<file path="src/rtl/rhh_pkg.sv">
package rhh_pkg;

    // Capacity must be a power of two: the home slot is the low bits of the hash.
    localparam int CAPACITY    = 64;
    localparam int KEY_WIDTH   = 32;
    localparam int VALUE_WIDTH = 32;
    localparam int SLOT_W      = $clog2(CAPACITY);
    localparam int CNT_W       = SLOT_W + 1;

    localparam logic [1:0] OP_GET    = 2'd0;
    localparam logic [1:0] OP_PUT    = 2'd1;
    localparam logic [1:0] OP_REMOVE = 2'd2;
    localparam logic [1:0] OP_UNUSED = 2'd3;

    typedef struct packed {
        logic [KEY_WIDTH-1:0]   key;
        logic [VALUE_WIDTH-1:0] value;
        logic [SLOT_W-1:0]      probe;
    } t_entry;

    localparam int ENTRY_W = $bits(t_entry);

endpackage

</file>
<file path="src/rtl/rhh_ram.sv">
module rhh_ram #(
    parameter int WIDTH = 8,
    parameter int DEPTH = 16
) (
    input  logic                     i_clk,
    input  logic                     i_we,
    input  logic [$clog2(DEPTH)-1:0] i_waddr,
    input  logic [WIDTH-1:0]         i_wdata,
    input  logic [$clog2(DEPTH)-1:0] i_raddr,
    output logic [WIDTH-1:0]         o_rdata
);
    logic [WIDTH-1:0] r_mem [DEPTH];

    always_ff @(posedge i_clk) begin
        if (i_we) begin
            r_mem[i_waddr] <= i_wdata;
        end
        o_rdata <= r_mem[i_raddr];
    end
endmodule

</file>
<file path="src/rtl/robin_hood_hash_table.sv">
// Each probed or shifted slot takes one read state and one evaluate state, and
// an entry state and an exit state come before and after them.
// An unused op code visits no slot.
// One transaction at a time; each slot needs a memory read before it can be
// evaluated, and that sets the pace.
// Reset (synchronous, active low) clears all occupancy bits and the entry count
// at once; the table is usable in the next cycle.
module robin_hood_hash_table (
    input  logic         i_clk,
    input  logic         i_rst_n,
    input  logic         i_s_axis_tvalid,
    output logic         o_s_axis_tready,
    // key[31:0], value[63:32], fallback_value[95:64], hash_value[127:96]
    input  logic [127:0] i_s_axis_tdata,
    // op[1:0]
    input  logic [1:0]   i_s_axis_tuser,
    output logic         o_m_axis_tvalid,
    input  logic         i_m_axis_tready,
    // read_value[31:0], entry_count[38:32], zero[39]
    output logic [39:0]  o_m_axis_tdata,
    // success[0]
    output logic         o_m_axis_tuser
);
    import rhh_pkg::*;

    typedef enum logic [3:0] {
        S_IDLE = 4'b0001,
        S_RD   = 4'b0010,
        S_EV   = 4'b0100,
        S_DONE = 4'b1000
    } t_state;

    t_state                 r_state, n_state;
    logic [1:0]             r_op;
    logic [KEY_WIDTH-1:0]   r_key, n_key;
    logic [VALUE_WIDTH-1:0] r_val, n_val;
    logic [31:0]            r_fb;
    logic [SLOT_W-1:0]      r_slot, n_slot, r_a, n_a;
    logic [CNT_W-1:0]       r_off, n_off, r_kd, n_kd, r_cnt, n_cnt;
    logic                   r_shift, n_shift;
    logic                   r_ok, n_ok;
    logic [31:0]            r_rv, n_rv;
    logic [CAPACITY-1:0]    r_valid, n_valid;
    logic                   r_mvalid;
    logic [31:0]            r_m_rv;
    logic [CNT_W-1:0]       r_m_cnt;
    logic                   r_m_ok;

    logic                   we;
    logic [SLOT_W-1:0]      waddr;
    t_entry                 wdata, rd;
    logic [ENTRY_W-1:0]     rdata;
    logic                   empty;
    logic [CNT_W-1:0]       d;
    logic                   load_out;

    rhh_ram #(.WIDTH(ENTRY_W), .DEPTH(CAPACITY)) u_slots (
        .i_clk   (i_clk),
        .i_we    (we),
        .i_waddr (waddr),
        .i_wdata (wdata),
        .i_raddr (r_slot),
        .o_rdata (rdata)
    );

    assign rd    = t_entry'(rdata);
    assign empty = !r_valid[r_slot];
    assign d     = {1'b0, rd.probe};

    assign o_s_axis_tready = (r_state == S_IDLE);
    assign load_out        = (r_state == S_DONE) && (!r_mvalid || i_m_axis_tready);

    always_comb begin
        n_state = r_state;
        n_key   = r_key;
        n_val   = r_val;
        n_slot  = r_slot;
        n_a     = r_a;
        n_off   = r_off;
        n_kd    = r_kd;
        n_cnt   = r_cnt;
        n_shift = r_shift;
        n_ok    = r_ok;
        n_rv    = r_rv;
        n_valid = r_valid;
        we      = 1'b0;
        waddr   = r_slot;
        wdata   = rd;
        unique case (r_state)
            S_IDLE: begin
                if (i_s_axis_tvalid) begin
                    n_key   = i_s_axis_tdata[KEY_WIDTH-1:0];
                    n_val   = i_s_axis_tdata[32 +: VALUE_WIDTH];
                    n_slot  = i_s_axis_tdata[96 +: SLOT_W];
                    n_off   = '0;
                    n_kd    = '0;
                    n_shift = 1'b0;
                    n_ok    = 1'b0;
                    n_rv    = '0;
                    if (i_s_axis_tuser == OP_GET || i_s_axis_tuser == OP_PUT ||
                        i_s_axis_tuser == OP_REMOVE) begin
                        n_state = S_RD;
                    end else begin
                        n_state = S_DONE;
                    end
                end
            end
            S_RD: begin
                n_state = S_EV;
            end
            S_EV: begin
                n_state = S_RD;
                if (r_op == OP_PUT) begin
                    if (empty || d < r_kd) begin
                        if (r_cnt >= CNT_W'(CAPACITY)) begin
                            n_state = S_DONE;
                        end else begin
                            we         = 1'b1;
                            wdata.key  = r_key;
                            wdata.value = r_val;
                            wdata.probe = r_kd[SLOT_W-1:0];
                            n_valid[r_slot] = 1'b1;
                            if (empty) begin
                                n_cnt   = r_cnt + 1'b1;
                                n_ok    = 1'b1;
                                n_state = S_DONE;
                            end else begin
                                n_key = rd.key;
                                n_val = rd.value;
                                n_kd  = d + 1'b1;
                            end
                        end
                    end else if (d == r_kd && rd.key == r_key) begin
                        we          = 1'b1;
                        wdata.value = r_val;
                        n_ok        = 1'b1;
                        n_state     = S_DONE;
                    end else begin
                        n_kd = r_kd + 1'b1;
                    end
                    if (n_state == S_RD) begin
                        n_off  = r_off + 1'b1;
                        n_slot = r_slot + 1'b1;
                        if (r_off == CNT_W'(CAPACITY - 1)) begin
                            n_state = S_DONE;
                        end
                    end
                end else if (r_shift) begin
                    // Pull the next entry back by one slot until a gap or a home entry.
                    if (empty || rd.probe == '0) begin
                        n_valid[r_a] = 1'b0;
                        n_ok         = 1'b1;
                        n_state      = S_DONE;
                    end else begin
                        we          = 1'b1;
                        waddr       = r_a;
                        wdata.probe = rd.probe - 1'b1;
                        n_a         = r_slot;
                        n_slot      = r_slot + 1'b1;
                        n_off       = r_off + 1'b1;
                        if (r_off + 2'd2 >= CNT_W'(CAPACITY)) begin
                            n_valid[r_slot] = 1'b0;
                            n_ok            = 1'b1;
                            n_state         = S_DONE;
                        end
                    end
                end else begin
                    if (empty || d < r_off) begin
                        n_rv    = (r_op == OP_GET) ? r_fb : '0;
                        n_state = S_DONE;
                    end else if (d == r_off && rd.key == r_key) begin
                        if (r_op == OP_GET) begin
                            n_ok    = 1'b1;
                            n_rv    = 32'(rd.value);
                            n_state = S_DONE;
                        end else begin
                            n_cnt   = r_cnt - 1'b1;
                            n_shift = 1'b1;
                            n_a     = r_slot;
                            n_slot  = r_slot + 1'b1;
                            if (r_off + 1'b1 >= CNT_W'(CAPACITY)) begin
                                n_valid[r_slot] = 1'b0;
                                n_ok            = 1'b1;
                                n_state         = S_DONE;
                            end
                        end
                    end else begin
                        n_off  = r_off + 1'b1;
                        n_slot = r_slot + 1'b1;
                        if (r_off == CNT_W'(CAPACITY - 1)) begin
                            n_rv    = (r_op == OP_GET) ? r_fb : '0;
                            n_state = S_DONE;
                        end
                    end
                end
            end
            S_DONE: begin
                if (load_out) begin
                    n_state = S_IDLE;
                end
            end
            default: begin
                n_state = S_IDLE;
            end
        endcase
    end

    always_ff @(posedge i_clk) begin
        if (!i_rst_n) begin
            r_state  <= S_IDLE;
            r_cnt    <= '0;
            r_valid  <= '0;
            r_mvalid <= 1'b0;
        end else begin
            r_state <= n_state;
            r_cnt   <= n_cnt;
            r_valid <= n_valid;
            if (load_out) begin
                r_mvalid <= 1'b1;
            end else if (i_m_axis_tready) begin
                r_mvalid <= 1'b0;
            end
        end
    end

    always_ff @(posedge i_clk) begin
        if (r_state == S_IDLE && i_s_axis_tvalid) begin
            r_op <= i_s_axis_tuser;
            r_fb <= i_s_axis_tdata[95:64];
        end
        r_key   <= n_key;
        r_val   <= n_val;
        r_slot  <= n_slot;
        r_a     <= n_a;
        r_off   <= n_off;
        r_kd    <= n_kd;
        r_shift <= n_shift;
        r_ok    <= n_ok;
        r_rv    <= n_rv;
        if (load_out) begin
            r_m_rv  <= r_rv;
            r_m_cnt <= r_cnt;
            r_m_ok  <= r_ok;
        end
    end

    assign o_m_axis_tvalid = r_mvalid;
    assign o_m_axis_tdata  = {1'b0, r_m_cnt, r_m_rv};
    assign o_m_axis_tuser  = r_m_ok;
endmodule

</file>
<file path="config.mk">
export PLATFORM = sky130hd
export DESIGN_NAME = robin_hood_hash_table
export DESIGN_NICKNAME = d
export VERILOG_FILES = /design/src/rtl/rhh_pkg.sv /design/src/rtl/rhh_ram.sv /design/src/rtl/robin_hood_hash_table.sv
export SDC_FILE = /design/constraint.sdc
export NUM_CORES = 2
export LEC_CHECK = 0
export BUFFER_PORTS_ARGS = -buffer_cell sky130_fd_sc_hd__buf_2
export CORE_MARGIN = 2
export CORE_UTILIZATION = 55
export DETAILED_ROUTE_END_ITERATION = 12
export PLACE_DENSITY_LB_ADDON = 0.2
export SETUP_SLACK_MARGIN = 0.5
export SKIP_LAST_GASP = 1
export SYNTH_ARGS = -nofsm -noshare
export SYNTH_HDL_FRONTEND = slang
export SYNTH_MEMORY_MAX_BITS = 65536
export SYNTH_SLANG_ARGS = --single-unit
</file>
<file path="constraint.sdc">
create_clock -name i_clk -period 13.9 [get_ports i_clk]
set_clock_uncertainty 0.15 [all_clocks]
set_input_delay 2.085 -clock i_clk [delete_from_list [all_inputs] [get_ports i_clk]]
set_output_delay 2.085 -clock i_clk [all_outputs]
set_load 0.02 [all_outputs]
</file>
==> run_results.csv <==
group,metric,value,unit
route,wl_per_cell,38.3,um
timing,finalSetupViolations,0,
critical_path,crit_arrival,9060,ps
timing,layout_min_cycle_time,8650,ps
critical_path,required,14310,ps
yosys,synth_area,177000,sq um
timing,worst_pin_slew,1470,ps
global_routing,grt_antenna_before_repair,35,
floorplan,floorplan.initialDensity,0.552,
yosys,synthCells,10000,
critical_path,worstSetupPathType,"reg2reg",
yosys,synthesis.nets,10200,
timing,relSlewSlack,0.0107,
route,wl,574000,um
clock_network,root_buffer,"clkbuf_16",
floorplan,core_area,321000,sq um
route,detail-route-antenna-nets,0,
pwr,power-per-cell-area,186,nW/um^2
yosys,avgSynthCellArea,17.7,sq um
route,via_count,108000,
finish,final_cell_mix,"edfxtp_1, a22oi_1, clkbuf_16",
clock_network,cts.reportedPaths.clkPinSlew,60,ps
clock_network,worstSkewPairLatency,1020,ps
pwr,p_leak,60.7,nW
floorplan,die_w,571,um
placement,portBuffers,149,
timing,grt_setup_unrepaired,"no",
timing,max_freq,116,MHz
timing,post-route-period-util,0.622,
clock_network,post_cts_buffers,0,
placement,dpl_cell_area,185000,sq um
clock_network,cts_tree,"built",
yosys,yosysSeqAreaShare,0.810,
clock_network,cts_made_buffers,459,
route,vias_per_cell,7.19,
critical_path,end_kind,"flip-flop",
timing,setup_tns,0,ps
job,cap_violations,1,
status,violations,"capacitance limit",
global_routing,grt_pass1_wl,787000,um
timing,slew_viol_final,0,
floorplan,num_rows,208,
route,drt_iter0_drc,19900,
floorplan,die_y,571,um
route,drt_pre_antenna_iters,9,
finish,num-nets-final,10400,
placement,gp_congestion,0.891,
clock_network,cts-resized-gates,0,
finish,area_growth,12.5,%
yosys,ys_ff_latch,4824,
critical_path,crit_fanout,38,
finish,n_fill_cell,22300,
global_routing,grt_remaining_overflow,0,
finish,drive_above_1_share,0.122,
critical_path,start_kind,"flip-flop",
floorplan,ios,177,
pwr,ir_drop,171,uV
clock_network,cts.sinks,4824,
finish,final_common_cell,"edfxtp_1",
clock_network,cts_buffer_depth,4,
yosys,yosys_warnings,0,
status,status,"finished with violations",
pwr,p_total,37.0,mW
global_routing,grt_pass1_vias,101000,
yosys,synth.distinct_cells,69,
yosys,synth-main-ff-cell,"edfxtp_1",
yosys,synth_area_leader_cell,"edfxtp_1",
yosys,synth_top_cell_area_share,0.793,
floorplan,dieArea,327000,sq um
global_routing,grt_util_all_layers,0.345,
clock_network,postCtsHoldBufs,0,
route,drc,0,
hold_path,hold_path.class,"reg2reg",
timing,hold_violations,0,
global_routing,grt_max_degree,105,
yosys,synth_edf_count,4678,
finish,fin_area,199000,sq um
placement,dp_hpwl,300000,um
yosys,ys_top_cells_by_area,"edfxtp_1, a22oi_1, dfxtp_1, a221oi_1, a22o_1",
yosys,async_flop_share,0,
clock_network,h-tree-depth,5,
-- layer usage --
| metal | vias up | share of wire | global-route usage |
|---|---|---|---|
| met4 | 26 | 0.042 | 0.127 |
| met5 | - | 0.00083 | 0 |
| li1 | 42700 | - | - |
| met1 | 54900 | 0.36 | 0.478 |
| met2 | 8917 | 0.44 | 0.508 |
| met3 | 1315 | 0.16 | 0.119 |
-- report_power, final --
group          internal [mW]  total (mW)  switching [mW]
logic                   1.28        6.35            5.07
registers               18.1        18.4           0.273
clock network           6.86        12.2            5.38
-- cells in the mapped netlist (6+ instances only) --
cell type / instances
nor4_1: 77
xor2_1: 7
a21oi_1: 211
and2_1: 9
mux2_2: 34
a22oi_1: 1668
inv_1: 23
dfxtp_1: 146
a211oi_1: 8
o2bb2ai_1: 6
nand2_1: 453
buf_2: 31
edfxtp_1: 4678
clkbuf_1: 541
o211ai_1: 48
nor2b_1: 7
mux2i_1: 42
nand4_1: 164
o22ai_1: 62
buf_1: 128
ha_1: 24
a31oi_1: 262
a21o_1: 9
and3_1: 10
nand3b_1: 7
a311oi_1: 57
o21ai_0: 141
or3_1: 7
nor3_1: 71
a41oi_1: 148
nand2b_1: 10
nor2_1: 113
nand3_1: 103
or2_2: 6
a221oi_1: 295
xnor2_1: 47
a22o_1: 290
o21ai_1: 9
-- worst paths after layout --
check | start | end | slack [ps] | cells past startpoint
max reg2reg | r_slot[3] | u_slots.r_mem[35][12] | 5250 | 13
max | r_slot[3] | u_slots.r_mem[35][12] | 5250 | 13
min | r_rv[21] | r_m_rv[21] | 230 | 0
min reg2reg | r_rv[21] | r_m_rv[21] | 230 | 0
-- logic make-up (layout without fill, tap and decap cells) --
group,count (synthesis),count (layout),share of synthesized area
flops,4824,4824,0.810
compound gates,3249,3249,0.136
simple gates,1060,1060,0.0285
buf+inv,732,1352,0.0158
mux,80,80,0.00504
xor+xnor,54,54,0.00267
fa+ha+maj,25,25,0.00181
other cells,1,50,0.0000212
-- registers in the layout (all words and copies together), names as in the netlist, 32 cells and up --
register	flops
u_slots.o_rdata	70
r_rv	32
r_valid	64
r_val	32
u_slots.r_mem	4480
r_key	32
r_m_rv	32
r_fb	32
-- layout make-up --
type	instances	area [sq um]	share of cell area
sequential	4824	143000	0.719
multi-input combinational	4469	32100	0.161
clock buffer	568	12100	0.0605
tap	4305	5390	0.0270
timing repair buffer	484	3620	0.0182
clock inverter	274	2520	0.0126
antenna	49	123	0.000615
inverter	26	100	0.000502
-- stage by stage --
| step | util | hold WS, ps | instances | worst slack [ps] |
|---|---|---|---|---|
| final | 0.622 | 232 | 15000 | 5250 |
| after global routing | 0.621 | 249 | 15000 | 5380 |
| after CTS | 0.621 | 236 | 15000 | 5550 |
| after detailed placement | 0.576 | 255 | 14100 | 5580 |
| after global placement | 0.576 | 253 | 14100 | 5630 |
| after floorplan | - | 250 | 10000 | 5500 |
-- worst max-delay path: stages (launching register included) --
cell and delay [ps]:
edfxtp_1 450, buf_4 670, buf_4 730, or2_4 780, a21oi_1 240, or4_1 730, buf_4 290, a21o_1 280
a21oi_4 130, buf_4 440, nand2_1 670, o21ai_4 930, buf_4 510, buf_4 850
No activity file was read; power rests on OpenSTA's default activity.
